==> config.mk <==
export PLATFORM = sky130hd
export DESIGN_NAME = sleep_detect_and_score_flat
export DESIGN_NICKNAME = d
export VERILOG_FILES = /design/src/hw/rtl/sds_pkg.sv /design/src/hw/rtl/sds_if.sv /design/src/hw/rtl/sds_div.sv /design/src/hw/rtl/sds_sqrt.sv /design/src/hw/rtl/sleep_detect_and_score.sv /design/src/flat_wrapper.sv
export SDC_FILE = /design/constraint.sdc
export NUM_CORES = 2
export LEC_CHECK = 0
export ABC_AREA = 1
export BUFFER_PORTS_ARGS = -buffer_cell sky130_fd_sc_hd__buf_2
export CORE_MARGIN = 3
export CORE_UTILIZATION = 60
export CTS_CLUSTER_DIAMETER = 200
export CTS_CLUSTER_SIZE = 10
export DETAILED_ROUTE_END_ITERATION = 8
export HOLD_SLACK_MARGIN = 0.15
export MAX_ROUTING_LAYER = met4
export PLACE_DENSITY = 0.74
export SLEW_MARGIN = 15
export SYNTH_ARGS = -nofsm -noshare
export SYNTH_HDL_FRONTEND = slang
export SYNTH_HIERARCHICAL = 1
export SYNTH_SLANG_ARGS = --single-unit
==> constraint.sdc <==
create_clock -name clk -period 12.6 [get_ports clk]
set_clock_uncertainty 0.15 [all_clocks]
set_input_delay 3.78 -clock clk [delete_from_list [all_inputs] [get_ports clk]]
set_output_delay 3.78 -clock clk [all_outputs]
set_load 0.01 [all_outputs]
==> src/hw/rtl/sds_pkg.sv <==
// Shared constants and types for the sleep detection and scoring block.
// No dependencies; every other file of the block refers to it by scoped names.
`timescale 1ns / 1ps

package sds_pkg;

  // Field widths
  localparam int HR_W     = 8;
  localparam int THR_W    = 15;
  localparam int PER_W    = 9;
  localparam int HOUR_W   = 5;
  localparam int MIN_W    = 6;
  localparam int SCORE_W  = 7;
  localparam int DAYIDX_W = 4;
  localparam int DAYPER_W = 9;

  // Internal datapath widths (asleep samples never exceed 15 bits of magnitude,
  // at most 511 of them are summed)
  localparam int SUM_W  = 25;
  localparam int QUO_W  = 24;
  localparam int SQ_W   = 48;
  localparam int ROOT_W = 24;
  localparam int DIV_W  = 48;
  localparam int PEN_W  = 27;
  localparam int SC_W   = 18;
  localparam int SSUM_W = 48;
  localparam int SCNT_W = 32;

  // Score constants: full score in units of 1/2560, maximum in whole points
  localparam logic [PEN_W-1:0]    SCORE_FULL = PEN_W'(256000);
  localparam logic [SCORE_W-1:0]  SCORE_MAX  = SCORE_W'(100);
  localparam logic [DAYPER_W-1:0] DAYPER_MAX = DAYPER_W'(511);

  // Configuration port
  localparam int APB_ADDR_W = 5;
  localparam int APB_DATA_W = 32;
  localparam logic [2:0] REG_MIN_HR   = 3'd0;
  localparam logic [2:0] REG_MAX_HR   = 3'd1;
  localparam logic [2:0] REG_MOTION   = 3'd2;
  localparam logic [2:0] REG_PERIOD   = 3'd3;
  localparam logic [2:0] REG_REST_HR  = 3'd4;
  localparam logic [2:0] REG_ROLLOVER = 3'd5;

  // Reset values of the registers
  localparam logic [HR_W-1:0]   RST_MIN_HR   = HR_W'(50);
  localparam logic [HR_W-1:0]   RST_MAX_HR   = HR_W'(80);
  localparam logic [THR_W-1:0]  RST_MOTION   = THR_W'(5);
  localparam logic [PER_W-1:0]  RST_PERIOD   = PER_W'(300);
  localparam logic [HR_W-1:0]   RST_REST_HR  = HR_W'(60);
  localparam logic [HOUR_W-1:0] RST_ROLLOVER = HOUR_W'(9);

  // Status of a serial arithmetic unit
  typedef struct packed {
    logic busy;
    logic done;
  } unit_stat_t;

endpackage

==> src/hw/rtl/sds_if.sv <==
// Valid/ready channels of the sleep scoring block: sample input and result output.
// Depends on sds_pkg for field widths.
`timescale 1ns / 1ps

interface sds_sample_if #(parameter int SAMPLE_BITS = 16);
  logic                                 valid;
  logic                                 ready;
  logic        [sds_pkg::HR_W-1:0]      heart_rate;
  logic signed [SAMPLE_BITS-1:0]        accel_x;
  logic signed [SAMPLE_BITS-1:0]        accel_y;
  logic signed [SAMPLE_BITS-1:0]        accel_z;
  logic signed [SAMPLE_BITS-1:0]        gyro_x;
  logic signed [SAMPLE_BITS-1:0]        gyro_y;
  logic signed [SAMPLE_BITS-1:0]        gyro_z;
  logic        [sds_pkg::HOUR_W-1:0]    hour;
  logic        [sds_pkg::MIN_W-1:0]     minute;
  logic        [sds_pkg::MIN_W-1:0]     second;

  modport source (output valid, heart_rate, accel_x, accel_y, accel_z,
                  gyro_x, gyro_y, gyro_z, hour, minute, second, input ready);
  modport sink   (input valid, heart_rate, accel_x, accel_y, accel_z,
                  gyro_x, gyro_y, gyro_z, hour, minute, second, output ready);
endinterface

interface sds_result_if;
  logic                             valid;
  logic                             ready;
  logic                             asleep;
  logic                             period_done;
  logic [sds_pkg::SCORE_W-1:0]      period_score;
  logic [sds_pkg::SCORE_W-1:0]      blended_quality;
  logic [sds_pkg::DAYIDX_W-1:0]     day_index;
  logic [sds_pkg::DAYPER_W-1:0]     day_periods;

  modport source (output valid, asleep, period_done, period_score, blended_quality,
                  day_index, day_periods, input ready);
  modport sink   (input valid, asleep, period_done, period_score, blended_quality,
                  day_index, day_periods, output ready);
endinterface

==> src/hw/rtl/sds_div.sv <==
// Bit-serial restoring divider: one quotient bit per cycle, WIDTH quotient bits per divide.
// Depends on sds_pkg for the unit status struct.
`timescale 1ns / 1ps

module sds_div #(
  parameter int WIDTH = 48
) (
  input  logic                clk,
  input  logic                rst,
  input  logic                start,
  input  logic [WIDTH-1:0]    dividend,
  input  logic [WIDTH-1:0]    divisor,
  output logic [WIDTH-1:0]    quotient,
  output sds_pkg::unit_stat_t stat
);

  localparam int CNT_W = (WIDTH > 1) ? $clog2(WIDTH) : 1;

  logic [WIDTH:0]     rem;
  logic [WIDTH-1:0]   quo;
  logic [WIDTH-1:0]   dvs;
  logic [CNT_W-1:0]   cnt;
  logic               busy;
  logic               done;
  logic [WIDTH:0]     rem_sh;
  logic               ge;

  // Shift in the next dividend bit and try the subtraction
  always_comb begin
    rem_sh = {rem[WIDTH-1:0], quo[WIDTH-1]};
    ge     = (rem_sh >= {1'b0, dvs});
  end

  always_ff @(posedge clk) begin
    if (rst) begin
      busy <= 1'b0;
      done <= 1'b0;
      cnt  <= '0;
    end else begin
      done <= 1'b0;
      if (start) begin
        busy <= 1'b1;
        cnt  <= '0;
      end else if (busy) begin
        cnt <= cnt + 1'b1;
        if (cnt == CNT_W'(WIDTH - 1)) begin
          busy <= 1'b0;
          done <= 1'b1;
        end
      end
    end
  end

  // Datapath
  always_ff @(posedge clk) begin
    if (start) begin
      rem <= '0;
      quo <= dividend;
      dvs <= divisor;
    end else if (busy) begin
      rem <= ge ? (rem_sh - {1'b0, dvs}) : rem_sh;
      quo <= {quo[WIDTH-2:0], ge};
    end
  end

  assign quotient  = quo;
  assign stat.busy = busy;
  assign stat.done = done;

endmodule

==> src/hw/rtl/sds_sqrt.sv <==
// Digit-serial integer square root: two radicand bits per cycle.
// Depends on sds_pkg for the unit status struct.
`timescale 1ns / 1ps

module sds_sqrt #(
  parameter int WIDTH = 48
) (
  input  logic                 clk,
  input  logic                 rst,
  input  logic                 start,
  input  logic [WIDTH-1:0]     radicand,
  output logic [WIDTH/2-1:0]   root,
  output sds_pkg::unit_stat_t  stat
);

  localparam int HW    = WIDTH / 2;
  localparam int RW    = HW + 3;
  localparam int CNT_W = (HW > 1) ? $clog2(HW) : 1;

  logic [WIDTH-1:0] rad;
  logic [RW-1:0]    rem;
  logic [HW-1:0]    rt;
  logic [CNT_W-1:0] cnt;
  logic             busy;
  logic             done;
  logic [RW-1:0]    rem_sh;
  logic [RW-1:0]    trial;
  logic             ge;

  // Bring down the next bit pair and test root*4+1
  always_comb begin
    rem_sh = {rem[RW-3:0], rad[WIDTH-1:WIDTH-2]};
    trial  = RW'({rt, 2'b01});
    ge     = (rem_sh >= trial);
  end

  always_ff @(posedge clk) begin
    if (rst) begin
      busy <= 1'b0;
      done <= 1'b0;
      cnt  <= '0;
    end else begin
      done <= 1'b0;
      if (start) begin
        busy <= 1'b1;
        cnt  <= '0;
      end else if (busy) begin
        cnt <= cnt + 1'b1;
        if (cnt == CNT_W'(HW - 1)) begin
          busy <= 1'b0;
          done <= 1'b1;
        end
      end
    end
  end

  always_ff @(posedge clk) begin
    if (start) begin
      rad <= radicand;
      rem <= '0;
      rt  <= '0;
    end else if (busy) begin
      rad <= {rad[WIDTH-3:0], 2'b00};
      rem <= ge ? (rem_sh - trial) : rem_sh;
      rt  <= {rt[HW-2:0], ge};
    end
  end

  assign root      = rt;
  assign stat.busy = busy;
  assign stat.done = done;

endmodule

==> src/hw/rtl/sleep_detect_and_score.sv <==
// Top level of the sleep detection and scoring block.
// Depends on sds_pkg, sds_if (channels), sds_div and sds_sqrt.
//
// Usage:
//   samples : one item per one-second sample (heart rate, six motion axes, time).
//   scores  : one item per sample: asleep flag, period close flag, lifetime mean
//             score, blended quality, day slot and periods in that slot.
//   APB     : six registers at byte addresses 0,4,..,20; the user must write
//             them only while idle, which the block does not enforce.
// Sequence: an item that does not close a period passes the classify, read and
//   output states. An item that closes a period also runs six bit-serial
//   divides and squarings, two square roots and the mean divide.
// One item is processed at a time; samples.ready is high while the sequencer is
//   idle, also while a finished result still waits in the output register.
// A stalled receiver holds the result register; the next result waits for it.
// Reset (synchronous, active high) restores register defaults and clears all
//   sums, counters, the day slot and every per-day count (valid bits).
`timescale 1ns / 1ps

module sleep_detect_and_score #(
  parameter int DAY_SLOTS   = 12,
  parameter int SAMPLE_BITS = 16
) (
  input  logic                                clk,
  input  logic                                rst,
  sds_sample_if.sink                          samples,
  sds_result_if.source                        scores,
  input  logic                                psel,
  input  logic                                penable,
  input  logic                                pwrite,
  input  logic [sds_pkg::APB_ADDR_W-1:0]      paddr,
  input  logic [sds_pkg::APB_DATA_W-1:0]      pwdata,
  output logic [sds_pkg::APB_DATA_W-1:0]      prdata,
  output logic                                pready
);

  localparam int SLOT_W = (DAY_SLOTS > 1) ? $clog2(DAY_SLOTS) : 1;
  localparam int MAGC_W = sds_pkg::SUM_W;

  // Sequencer states
  localparam logic [3:0] S_IDLE      = 4'd0;
  localparam logic [3:0] S_CLASS     = 4'd1;
  localparam logic [3:0] S_READ      = 4'd2;
  localparam logic [3:0] S_DIV_GO    = 4'd3;
  localparam logic [3:0] S_DIV_WAIT  = 4'd4;
  localparam logic [3:0] S_MUL       = 4'd5;
  localparam logic [3:0] S_SQ_GO     = 4'd6;
  localparam logic [3:0] S_SQ_WAIT   = 4'd7;
  localparam logic [3:0] S_SCORE     = 4'd8;
  localparam logic [3:0] S_MEAN_GO   = 4'd9;
  localparam logic [3:0] S_MEAN_WAIT = 4'd10;
  localparam logic [3:0] S_FIN       = 4'd11;
  localparam logic [3:0] S_OUT       = 4'd12;

  // Configuration registers
  logic [sds_pkg::HR_W-1:0]   min_hr;
  logic [sds_pkg::HR_W-1:0]   max_hr;
  logic [sds_pkg::THR_W-1:0]  motion_thr;
  logic [sds_pkg::PER_W-1:0]  period;
  logic [sds_pkg::HR_W-1:0]   rest_hr;
  logic [sds_pkg::HOUR_W-1:0] roll_hour;

  // Sequencer and state
  logic [3:0]                        state;
  logic [sds_pkg::HR_W-1:0]          hr_q;
  logic signed [SAMPLE_BITS-1:0]     axis_q [6];
  logic                              roll_q;
  logic                              asleep_q;
  logic                              done_q;
  logic [sds_pkg::PER_W-1:0]         cnt;
  logic signed [sds_pkg::SUM_W-1:0]  sums [6];
  logic [SLOT_W-1:0]                 slot;
  logic [sds_pkg::SCORE_W-1:0]       blended;
  logic [sds_pkg::SSUM_W-1:0]        score_sum;
  logic [sds_pkg::SCNT_W-1:0]        score_cnt;
  logic [sds_pkg::SCORE_W-1:0]       mean;
  logic [2:0]                        axis;
  logic [sds_pkg::SQ_W-1:0]          sa;
  logic [sds_pkg::SQ_W-1:0]          sg;
  logic [sds_pkg::SQ_W-1:0]          mul_a;
  logic [sds_pkg::QUO_W-1:0]         mul_b;
  logic [$clog2(sds_pkg::QUO_W)-1:0] mul_cnt;
  logic                              sq_g;
  logic [sds_pkg::ROOT_W-1:0]        ma;
  logic [sds_pkg::ROOT_W-1:0]        mg;

  // Per-day period counts
  logic [sds_pkg::DAYPER_W-1:0]      ppd [DAY_SLOTS];
  logic [DAY_SLOTS-1:0]              ppd_vld;
  logic [sds_pkg::DAYPER_W-1:0]      ppd_rd;

  // Serial units
  logic                              div_start;
  logic [sds_pkg::DIV_W-1:0]         div_dividend;
  logic [sds_pkg::DIV_W-1:0]         div_divisor;
  logic [sds_pkg::DIV_W-1:0]         div_quo;
  sds_pkg::unit_stat_t               div_stat;
  logic                              sq_start;
  logic [sds_pkg::SQ_W-1:0]          sq_rad;
  logic [sds_pkg::ROOT_W-1:0]        sq_root;
  sds_pkg::unit_stat_t               sq_stat;

  // Combinational helpers
  logic signed [SAMPLE_BITS-1:0]     in_axis [6];
  logic [SAMPLE_BITS-1:0]            in_mag;
  logic                              still;
  logic                              asleep_c;
  logic                              roll_c;
  logic [sds_pkg::PER_W-1:0]         cnt_next;
  logic [sds_pkg::PER_W-1:0]         period_eff;
  logic                              close;
  logic [SLOT_W-1:0]                 slot_next;
  logic signed [sds_pkg::SUM_W-1:0]  sum_sel;
  logic [sds_pkg::SUM_W-1:0]         sum_neg;
  logic [sds_pkg::QUO_W-1:0]         sum_abs;
  logic [sds_pkg::HR_W-1:0]          dev;
  logic [sds_pkg::PEN_W-1:0]         pen;
  logic [sds_pkg::SC_W-1:0]          s_val;
  logic [sds_pkg::SSUM_W:0]          ssum_next;
  logic [sds_pkg::SCNT_W+11:0]       score_div;
  logic [sds_pkg::SCORE_W:0]         blend_sum;
  logic                              acc_ok;
  logic                              in_fire;
  logic                              cfg_wr;
  logic [SLOT_W+sds_pkg::DAYIDX_W-1:0] slot_ext;

  assign in_axis[0] = samples.accel_x;
  assign in_axis[1] = samples.accel_y;
  assign in_axis[2] = samples.accel_z;
  assign in_axis[3] = samples.gyro_x;
  assign in_axis[4] = samples.gyro_y;
  assign in_axis[5] = samples.gyro_z;

  // Sample classification and rollover detect at accept
  always_comb begin
    still = 1'b1;
    in_mag = '0;
    for (int i = 0; i < 6; i++) begin
      in_mag = in_axis[i][SAMPLE_BITS-1] ? (~in_axis[i] + 1'b1) : in_axis[i];
      if (MAGC_W'(in_mag) > MAGC_W'(motion_thr)) still = 1'b0;
    end
    asleep_c = still && (samples.heart_rate >= min_hr) && (samples.heart_rate <= max_hr);
    roll_c   = (samples.hour == roll_hour) && (samples.minute == '0) &&
               (samples.second == '0);
  end

  assign in_fire         = samples.valid && samples.ready;
  assign samples.ready   = (state == S_IDLE);

  // Period count and close test
  always_comb begin
    cnt_next   = asleep_q ? (cnt + 1'b1) : cnt;
    period_eff = (period == '0) ? sds_pkg::PER_W'(1) : period;
    close      = (cnt_next >= period_eff) && (cnt_next != '0);
    slot_next  = (slot == SLOT_W'(DAY_SLOTS - 1)) ? '0 : (slot + 1'b1);
  end

  // Magnitude of the selected axis sum
  always_comb begin
    sum_sel = sums[axis];
    sum_neg = sds_pkg::SUM_W'(-sum_sel);
    sum_abs = sum_sel[sds_pkg::SUM_W-1] ? sum_neg[sds_pkg::QUO_W-1:0]
                                        : sum_sel[sds_pkg::QUO_W-1:0];
  end

  // Divider and root operands
  always_comb begin
    score_div = {score_cnt, 11'b0} + {2'b00, score_cnt, 9'b0} + '0;
    div_start = (state == S_DIV_GO) || (state == S_MEAN_GO);
    if (state == S_MEAN_GO) begin
      div_dividend = score_sum;
      div_divisor  = sds_pkg::DIV_W'(score_div);
    end else if (axis < 3'd3) begin
      div_dividend = sds_pkg::DIV_W'({sum_abs, 8'b0});
      div_divisor  = sds_pkg::DIV_W'(cnt);
    end else begin
      div_dividend = sds_pkg::DIV_W'(sum_abs);
      div_divisor  = sds_pkg::DIV_W'(cnt);
    end
    sq_start = (state == S_SQ_GO);
    sq_rad   = sq_g ? {sg[sds_pkg::SQ_W-17:0], 16'b0} : sa;
  end

  // Score from the two magnitudes and the heart-rate deviation
  always_comb begin
    dev       = (hr_q > rest_hr) ? (hr_q - rest_hr) : (rest_hr - hr_q);
    pen       = sds_pkg::PEN_W'({ma, 1'b0}) + sds_pkg::PEN_W'({dev, 10'b0}) +
                sds_pkg::PEN_W'({dev, 8'b0}) + sds_pkg::PEN_W'({mg, 1'b0}) +
                sds_pkg::PEN_W'(mg);
    s_val     = (pen >= sds_pkg::SCORE_FULL) ? '0
                                             : sds_pkg::SC_W'(sds_pkg::SCORE_FULL - pen);
    ssum_next = {1'b0, score_sum} + (sds_pkg::SSUM_W + 1)'(s_val);
    acc_ok    = (score_cnt != '1) && !ssum_next[sds_pkg::SSUM_W];
    blend_sum = {1'b0, blended} + {1'b0, mean};
  end

  sds_div #(.WIDTH(sds_pkg::DIV_W)) u_div (
    .clk      (clk),
    .rst      (rst),
    .start    (div_start),
    .dividend (div_dividend),
    .divisor  (div_divisor),
    .quotient (div_quo),
    .stat     (div_stat)
  );

  sds_sqrt #(.WIDTH(sds_pkg::SQ_W)) u_sqrt (
    .clk      (clk),
    .rst      (rst),
    .start    (sq_start),
    .radicand (sq_rad),
    .root     (sq_root),
    .stat     (sq_stat)
  );

  // Configuration writes
  assign pready = 1'b1;
  assign cfg_wr = psel && penable && pwrite && pready;

  always_ff @(posedge clk) begin
    if (rst) begin
      min_hr     <= sds_pkg::RST_MIN_HR;
      max_hr     <= sds_pkg::RST_MAX_HR;
      motion_thr <= sds_pkg::RST_MOTION;
      period     <= sds_pkg::RST_PERIOD;
      rest_hr    <= sds_pkg::RST_REST_HR;
      roll_hour  <= sds_pkg::RST_ROLLOVER;
    end else if (cfg_wr) begin
      case (paddr[sds_pkg::APB_ADDR_W-1:2])
        sds_pkg::REG_MIN_HR:   min_hr     <= pwdata[sds_pkg::HR_W-1:0];
        sds_pkg::REG_MAX_HR:   max_hr     <= pwdata[sds_pkg::HR_W-1:0];
        sds_pkg::REG_MOTION:   motion_thr <= pwdata[sds_pkg::THR_W-1:0];
        sds_pkg::REG_PERIOD:   period     <= pwdata[sds_pkg::PER_W-1:0];
        sds_pkg::REG_REST_HR:  rest_hr    <= pwdata[sds_pkg::HR_W-1:0];
        sds_pkg::REG_ROLLOVER: roll_hour  <= pwdata[sds_pkg::HOUR_W-1:0];
        default: ;
      endcase
    end
  end

  // Register readback
  always_comb begin
    case (paddr[sds_pkg::APB_ADDR_W-1:2])
      sds_pkg::REG_MIN_HR:   prdata = sds_pkg::APB_DATA_W'(min_hr);
      sds_pkg::REG_MAX_HR:   prdata = sds_pkg::APB_DATA_W'(max_hr);
      sds_pkg::REG_MOTION:   prdata = sds_pkg::APB_DATA_W'(motion_thr);
      sds_pkg::REG_PERIOD:   prdata = sds_pkg::APB_DATA_W'(period);
      sds_pkg::REG_REST_HR:  prdata = sds_pkg::APB_DATA_W'(rest_hr);
      sds_pkg::REG_ROLLOVER: prdata = sds_pkg::APB_DATA_W'(roll_hour);
      default:               prdata = '0;
    endcase
  end

  // Input capture (payload, no reset)
  always_ff @(posedge clk) begin
    if (in_fire) begin
      hr_q     <= samples.heart_rate;
      axis_q   <= in_axis;
      roll_q   <= roll_c;
      asleep_q <= asleep_c;
    end
  end

  // Sequencer
  always_ff @(posedge clk) begin
    if (rst) begin
      state     <= S_IDLE;
      cnt       <= '0;
      for (int i = 0; i < 6; i++) sums[i] <= '0;
      slot      <= '0;
      blended   <= '0;
      score_sum <= '0;
      score_cnt <= '0;
      done_q    <= 1'b0;
      axis      <= '0;
      sq_g      <= 1'b0;
      mul_cnt   <= '0;
      mean      <= '0;
      ppd_vld   <= '0;
      scores.valid <= 1'b0;
    end else begin
      if (scores.valid && scores.ready) scores.valid <= 1'b0;
      case (state)
        S_IDLE: begin
          if (in_fire) state <= S_CLASS;
        end
        S_CLASS: begin
          if (roll_q) begin
            slot    <= slot_next;
            blended <= '0;
          end
          cnt <= cnt_next;
          if (asleep_q) begin
            for (int i = 0; i < 6; i++) begin
              sums[i] <= sums[i] + sds_pkg::SUM_W'(axis_q[i]);
            end
          end
          done_q <= close;
          mean   <= '0;
          state  <= S_READ;
        end
        S_READ: begin
          axis <= '0;
          sa   <= '0;
          sg   <= '0;
          sq_g <= 1'b0;
          state <= done_q ? S_DIV_GO : S_OUT;
        end
        S_DIV_GO: state <= S_DIV_WAIT;
        S_DIV_WAIT: begin
          if (div_stat.done) begin
            mul_a   <= sds_pkg::SQ_W'(div_quo[sds_pkg::QUO_W-1:0]);
            mul_b   <= div_quo[sds_pkg::QUO_W-1:0];
            mul_cnt <= '0;
            state   <= S_MUL;
          end
        end
        S_MUL: begin
          // One multiplier bit per cycle into the accel or gyro sum of squares
          if (mul_b[0]) begin
            if (axis < 3'd3) sa <= sa + mul_a;
            else             sg <= sg + mul_a;
          end
          mul_a   <= {mul_a[sds_pkg::SQ_W-2:0], 1'b0};
          mul_b   <= {1'b0, mul_b[sds_pkg::QUO_W-1:1]};
          mul_cnt <= mul_cnt + 1'b1;
          if (mul_cnt == $bits(mul_cnt)'(sds_pkg::QUO_W - 1)) begin
            if (axis == 3'd5) begin
              state <= S_SQ_GO;
            end else begin
              axis  <= axis + 1'b1;
              state <= S_DIV_GO;
            end
          end
        end
        S_SQ_GO: state <= S_SQ_WAIT;
        S_SQ_WAIT: begin
          if (sq_stat.done) begin
            if (sq_g) begin
              mg    <= sq_root;
              state <= S_SCORE;
            end else begin
              ma    <= sq_root;
              sq_g  <= 1'b1;
              state <= S_SQ_GO;
            end
          end
        end
        S_SCORE: begin
          if (acc_ok) begin
            score_sum <= ssum_next[sds_pkg::SSUM_W-1:0];
            score_cnt <= score_cnt + 1'b1;
          end
          state <= S_MEAN_GO;
        end
        S_MEAN_GO: state <= S_MEAN_WAIT;
        S_MEAN_WAIT: begin
          if (div_stat.done) begin
            if (score_cnt == '0)
              mean <= '0;
            else if (div_quo > sds_pkg::DIV_W'(sds_pkg::SCORE_MAX))
              mean <= sds_pkg::SCORE_MAX;
            else
              mean <= div_quo[sds_pkg::SCORE_W-1:0];
            state <= S_FIN;
          end
        end
        S_FIN: begin
          blended <= blend_sum[sds_pkg::SCORE_W:1];
          cnt     <= '0;
          for (int i = 0; i < 6; i++) sums[i] <= '0;
          ppd_vld[slot] <= 1'b1;
          state   <= S_OUT;
        end
        S_OUT: begin
          if (!scores.valid || scores.ready) begin
            scores.valid <= 1'b1;
            state        <= S_IDLE;
          end
        end
        default: state <= S_IDLE;
      endcase
    end
  end

  // Per-day count store: read after rollover, written back when a period closes
  always_ff @(posedge clk) begin
    if (state == S_READ) begin
      ppd_rd <= ppd_vld[slot] ? ppd[slot] : '0;
    end else if (state == S_FIN) begin
      if (ppd_rd < sds_pkg::DAYPER_MAX) begin
        ppd[slot] <= ppd_rd + 1'b1;
        ppd_rd    <= ppd_rd + 1'b1;
      end else begin
        ppd[slot] <= ppd_rd;
      end
    end
  end

  // Result register payload
  assign slot_ext = {{sds_pkg::DAYIDX_W{1'b0}}, slot};

  always_ff @(posedge clk) begin
    if (state == S_OUT && (!scores.valid || scores.ready)) begin
      scores.asleep          <= asleep_q;
      scores.period_done     <= done_q;
      scores.period_score    <= mean;
      scores.blended_quality <= blended;
      scores.day_index       <= slot_ext[sds_pkg::DAYIDX_W-1:0];
      scores.day_periods     <= ppd_rd;
    end
  end

  // Assertions
  a_slot_range: assert property (@(posedge clk) disable iff (rst)
    slot <= SLOT_W'(DAY_SLOTS - 1))
    else $error("day slot out of range");

  a_score_zero: assert property (@(posedge clk) disable iff (rst)
    scores.valid && !scores.period_done |-> scores.period_score == '0)
    else $error("score reported without a closed period");

  a_score_max: assert property (@(posedge clk) disable iff (rst)
    scores.valid |-> (scores.period_score <= sds_pkg::SCORE_MAX) &&
                     (scores.blended_quality <= sds_pkg::SCORE_MAX))
    else $error("score above 100");

  a_accept_busy: assert property (@(posedge clk) disable iff (rst)
    in_fire |=> state == S_CLASS)
    else $error("accepted item not started");

endmodule

==> src/flat_wrapper.sv <==
// flat-port wrapper written by rule: the top's interface ports become plain ports
module sleep_detect_and_score_flat 
#(
  parameter int DAY_SLOTS   = 12,
  parameter int SAMPLE_BITS = 16
)
  (clk, rst, psel, penable, pwrite, paddr, pwdata, prdata, pready, samples_valid, samples_heart_rate, samples_accel_x, samples_accel_y, samples_accel_z, samples_gyro_x, samples_gyro_y, samples_gyro_z, samples_hour, samples_minute, samples_second, samples_ready, scores_valid, scores_asleep, scores_period_done, scores_period_score, scores_blended_quality, scores_day_index, scores_day_periods, scores_ready);
  sds_sample_if #(.SAMPLE_BITS(SAMPLE_BITS)) samples_i ();
  sds_result_if scores_i ();
  input  logic clk;
  input  logic rst;
  input  logic psel;
  input  logic penable;
  input  logic pwrite;
  input  logic [sds_pkg::APB_ADDR_W-1:0] paddr;
  input  logic [sds_pkg::APB_DATA_W-1:0] pwdata;
  output logic [sds_pkg::APB_DATA_W-1:0] prdata;
  output logic pready;
  input wire logic [$bits(samples_i.valid)-1:0] samples_valid;
  input wire logic [$bits(samples_i.heart_rate)-1:0] samples_heart_rate;
  input wire logic [$bits(samples_i.accel_x)-1:0] samples_accel_x;
  input wire logic [$bits(samples_i.accel_y)-1:0] samples_accel_y;
  input wire logic [$bits(samples_i.accel_z)-1:0] samples_accel_z;
  input wire logic [$bits(samples_i.gyro_x)-1:0] samples_gyro_x;
  input wire logic [$bits(samples_i.gyro_y)-1:0] samples_gyro_y;
  input wire logic [$bits(samples_i.gyro_z)-1:0] samples_gyro_z;
  input wire logic [$bits(samples_i.hour)-1:0] samples_hour;
  input wire logic [$bits(samples_i.minute)-1:0] samples_minute;
  input wire logic [$bits(samples_i.second)-1:0] samples_second;
  output wire logic [$bits(samples_i.ready)-1:0] samples_ready;
  output wire logic [$bits(scores_i.valid)-1:0] scores_valid;
  output wire logic [$bits(scores_i.asleep)-1:0] scores_asleep;
  output wire logic [$bits(scores_i.period_done)-1:0] scores_period_done;
  output wire logic [$bits(scores_i.period_score)-1:0] scores_period_score;
  output wire logic [$bits(scores_i.blended_quality)-1:0] scores_blended_quality;
  output wire logic [$bits(scores_i.day_index)-1:0] scores_day_index;
  output wire logic [$bits(scores_i.day_periods)-1:0] scores_day_periods;
  input wire logic [$bits(scores_i.ready)-1:0] scores_ready;
  assign samples_i.valid = samples_valid;
  assign samples_i.heart_rate = samples_heart_rate;
  assign samples_i.accel_x = samples_accel_x;
  assign samples_i.accel_y = samples_accel_y;
  assign samples_i.accel_z = samples_accel_z;
  assign samples_i.gyro_x = samples_gyro_x;
  assign samples_i.gyro_y = samples_gyro_y;
  assign samples_i.gyro_z = samples_gyro_z;
  assign samples_i.hour = samples_hour;
  assign samples_i.minute = samples_minute;
  assign samples_i.second = samples_second;
  assign samples_ready = samples_i.ready;
  assign scores_valid = scores_i.valid;
  assign scores_asleep = scores_i.asleep;
  assign scores_period_done = scores_i.period_done;
  assign scores_period_score = scores_i.period_score;
  assign scores_blended_quality = scores_i.blended_quality;
  assign scores_day_index = scores_i.day_index;
  assign scores_day_periods = scores_i.day_periods;
  assign scores_i.ready = scores_ready;
  sleep_detect_and_score #(.DAY_SLOTS(DAY_SLOTS), .SAMPLE_BITS(SAMPLE_BITS)) u_core (.clk(clk), .rst(rst), .samples(samples_i), .scores(scores_i), .psel(psel), .penable(penable), .pwrite(pwrite), .paddr(paddr), .pwdata(pwdata), .prdata(prdata), .pready(pready));
endmodule
# Word level (Yosys, flattened, before mapping)

Memory sizes are Yosys's and may differ from the RTL's. A register that Yosys moved wholly into a read port is not among the register bits.
Cells that the tools add are included.

Register bits after elaboration: 803
RAM bits: 258
Bits of input ports: 165
Output and inout bits: 64
Logic and storage cells: 340
Memories: 2

Memory list:

| name        | words | bits a word | read ports | clocked after Yosys merged registers in | write ports | line                         | source |
|---|---|---|---|---|---|---|---|
| u_core.sums | 6     | 25          | 7          | 1                                       | 6           | sleep_detect_and_score.sv:71 | `logic signed [sds_pkg::SUM_W-1:0] sums [6];` |
| u_core.ppd  | 12    | 9           | 1          | 1                                       | 1           | sleep_detect_and_score.sv:88 | `logic [sds_pkg::DAYPER_W-1:0] ppd [DAY_SLOTS];` |

Add/sub/neg operators: 35
Order comparisons: 18
Eq/ne operators: 35
Mux-type cells: 116
Bitwise gates (word level): 24
Reductions and logical operators: 56

Operators by type and width:

| kind                    | number |
|---|---|
| $mux W48                | 12 |
| $mux W25                | 13 |
| $pmux W48 S2            | 3 |
| $add A25 B16 Y25        | 6 |
| $add A16 B1 Y16 const B | 6 |
| $add A48 B48 Y48        | 2 |
| $gt A16 B15 Y1          | 6 |
| $mux W16                | 6 |
| $not A16 Y16            | 6 |
| $pmux W15 S6            | 1 |
| $mux W9                 | 8 |
| $pmux W4 S13            | 1 |
| $add A48 B18 Y49        | 1 |
| $ge A49 B48 Y1          | 1 |
| $gt A48 B7 Y1 const B   | 1 |
| $mux W24                | 2 |
| $pmux W24 S2            | 1 |
| $sub A48 B48 Y48        | 1 |
| $add A43 B41 Y44        | 1 |
| $mux W4                 | 11 |
| $mux W1                 | 37 |
| $add A32 B1 Y32 const B | 1 |
| $logic_not A32 Y1       | 1 |
| $mux W32                | 1 |
| 67 further kinds        | 155 |

# Longest topological paths before layout

Depth in word-level cells: 12
Gate-level depth with buffers: 46
Depth with buffers taken out: 46

# Hierarchy

Netlist, hierarchy kept.

Modules (own cells, without submodules):

| module                 | times used | cells each | area each (um^2) | seq. area each (um^2) |
|---|---|---|---|---|
| sleep_detect_and_score | 1          | 7605       | 57853.0          | 21961.1 |
| sds_div                | 1          | 1573       | 10416.2          | 4003.8 |
| sds_sqrt               | 1          | 833        | 5955.7           | 2562.5 |

# Worst setup path before layout

OpenSTA, ideal clock, no wires.

Path type: input to register
From: input port samples_valid
To: register u_core.asleep_q (enable)
Setup time: 0.572 ns
Arrival: 8.192 ns
Data required time: 11.878 ns
Slack: 3.687 ns
Stages on the path: 2
Buffers on the path: 0
Cell sequence: inv_1 -> nor2_1

Cells in the longest elaborated chain, start to end: 1

Ends and longest elaborated chain:

| item                 | line                          | source |
|---|---|---|
| from (decl)          | flat_wrapper.sv:19            | `input wire logic [$bits(samples_i.valid)-1:0] samples_valid;` |
| $logic_and A1 B1 Y1  | sleep_detect_and_score.sv:147 | `assign in_fire = samples.valid && samples.ready;` |
| net u_core.in_fire   | sleep_detect_and_score.sv:123 | `logic in_fire;` |
| to (signal assigned) | sleep_detect_and_score.sv:260 | `asleep_q <= asleep_c;` |
| to (decl)            | sleep_detect_and_score.sv:68  | `logic asleep_q;` |

The timed path passes the listed nets, and every way through them passes these cells.
A chain may end at the register's enable or synchronous reset.

# Final worst setup path

From: input port paddr[3] (netlist bit)
To: output port prdata[8] (netlist bit)

Cells in the longest elaborated chain, start to end: 2
Elaborated cells between the ends (all ways): 7
Classes of those cells: 5 x eq/ne; 1 x mux; 1 x reduce/logical

Ends and longest elaborated chain:

| item                                       | line                          | source |
|---|---|---|
| from (decl)                                | flat_wrapper.sv:15            | `input logic [sds_pkg::APB_ADDR_W-1:0] paddr;` |
| $eq A3 B3 Y1, or another cell as far along | sleep_detect_and_score.sv:243 | `case (paddr[sds_pkg::APB_ADDR_W-1:2])` |
| $pmux W15 S6 (*)                           | sleep_detect_and_score.sv:243 |  |
| to (decl)                                  | flat_wrapper.sv:17            | `output logic [sds_pkg::APB_DATA_W-1:0] prdata;` |

Every way passes the cells marked *; elsewhere a longest branch is shown, timed or not.

==> impl_metrics.tcl <==
set metrics [dict create \
    hpwl_um 177000 \
    intPower_uw 7910 \
    fmax_ghz 0.101 \
    final_util 0.654 \
    yosysWarnings 6 \
    cts_buffers 115 \
    rows 128 \
    dp.cells 11700 \
    final_common_cell "nand2_1" \
    run_status "completed" \
    p_leak_uw 0.0360 \
    final_area_um2 80100 \
    slew_violations 0 \
    syn-cell-area_um2 74200 \
    worstSetupPathType "in2out" \
    vdd_drop_max_mv 0.178 \
    layout_common_cells "2,785 x nand2_1, 1,255 x inv_1, 996 x nor2_1" \
    grt_pass1_vias 64700 \
    place_area_um2 76700 \
    finalHoldViolCount 0 \
    pwr-share-clk 0.223 \
    cts_sinks 1052 \
    post-route-drc-count 0 \
    fin_setup_tns_ns 0 \
    cp.required_ns 8.67 \
    powerDensity_nw_per_um2 176 \
    place.gp.congestion 1.03 \
    crit_arrival_ns 5.94 \
    maxCapViolCount 0 \
    die_h_um 358 \
    swShare 0.437 \
    syn_avg_cell_area_um2 7.41 \
    die_x_um 358 \
    cts.root.buffer_cell "clkbuf_16" \
    setup_viol_count_final 0 \
    end_kind "output port" \
    cts_resized 0 \
    grt_pass1_wl_um 356000 \
    crit_fanout 12 \
    postCtsHoldBufs 0 \
    totalWireLength_um 232000 \
    power_switching_uw 6150 \
    final_nets 10900 \
    port_buffers 191 \
    fill_cells 10900 \
    overflow 0 \
    vias 69200 \
    antenna_left 0 \
    clk_pin_slew_ns 0.06 \
    die-area_um2 128000 \
    io_pins 229 \
    period_share 0.783 \
    grt_max_degree 101 \
    hp-class "reg2reg" \
    routedWlPerCell_um 19.5 \
    cp-start-kind "input pin" \
    cts.path.max_buffers 3 \
    total_power_uw 14100 \
    pwr-share-comb 0.451 \
    vias_per_cell 5.83 \
    fin_cells 11900 \
    post-route-min-period_ns 9.87 \
    grt_usage 0.365 \
    clock_latency_ns 0.75 \
    initial_core_util 0.607 \
    drt_iter0_markers 7074 \
    synthCells 10000 \
    htreeDepth 3 \
    power_frac_seq 0.326 \
    first_pass_iters 7 \
    area_delta_synth_final_pct 7.88 \
    cts_tree "yes" \
    antenna_found_initial 19 \
    core_area_um2 122000 \
    postCtsSetupBuffers 0 \
    relSlewSlack 0.173 \
    drive_gt1_frac 0.0480 \
    rsz0062_at_grt "false" \
    worst_slew_pin_slew_ns 1.23 \
]
## area by class of cell
type	count	area (µm²)	share of cell area
multi-input cells	7450	39900	0.498
flip-flops and latches	1052	28500	0.356
inverters	1282	4820	0.0602
clock buffers	200	3220	0.0402
well taps	1625	2030	0.0254
repair buffers	248	1410	0.0176
clock inverters	6	108	0.00134
diodes	17	42.5	0.000531
## per-layer routing
metal  track usage  vias up  share of wire
met4         0.164        0          0.050
li1              -    33600              -
met1         0.487    32100           0.42
met2         0.553     2953           0.44
met3        0.0548      526          0.088
met5             -        -              0
## metrics by stage
step	hold slack, ns	setup slack (ns)
final	0.290	2.73
after CTS	0.299	2.82
after detailed placement	0.289	2.82
after floorplan	0.274	3.69
after global placement	0.278	2.92
after global routing	0.310	2.63
## registers in the layout, summed over array words and instances (netlist names), 25 cells and up, named ones only
signal                 cells
u_core/u_sqrt/rad         48
u_core/axis_q             96
u_core/u_div/dvs          48
u_core/sa                 48
u_core/mul_a              48
u_core/sums              150
u_core/score_cnt          32
u_core/sg                 32
u_core/u_div/rem          48
u_core/u_sqrt/rem         25
u_core/ppd               108
u_core/score_sum          48
u_core/u_div/quotient     48
## critical path, cell delays in order
cell     delay, ns
buf_2         0.12
inv_1         0.06
nor3_1        0.37
inv_1         0.54
o22ai_1       0.78
buf_2         0.27
## power by group through the flow
stage / clock, µW / combinational (µW) / sequential [µW]
finish: 3130 / 6340 / 4590
floorplan: 0 / 4600 / 4520
CTS: 3180 / 6200 / 4580
global placement: 0 / 6050 / 4630
detailed placement: 0 / 6160 / 4650
global route: 3320 / 7090 / 4620
## worst paths after layout
| kind | start | end | slack (ns) | depth (start not counted) |
|---|---|---|---|---|
| worst max-delay path | paddr[3] | prdata[8] | 2.73 | 6 |
| worst min-delay path | u_core/u_sqrt/root[6] | u_core/ma[6] | 0.29 | 0 |
| worst max register to register | u_core/hr_q[0] | u_core/score_sum[33] | 3.76 | 42 |
| worst min register to register | u_core/u_sqrt/root[6] | u_core/ma[6] | 0.29 | 0 |
Note: power is estimated with default switching activity, not from simulation.
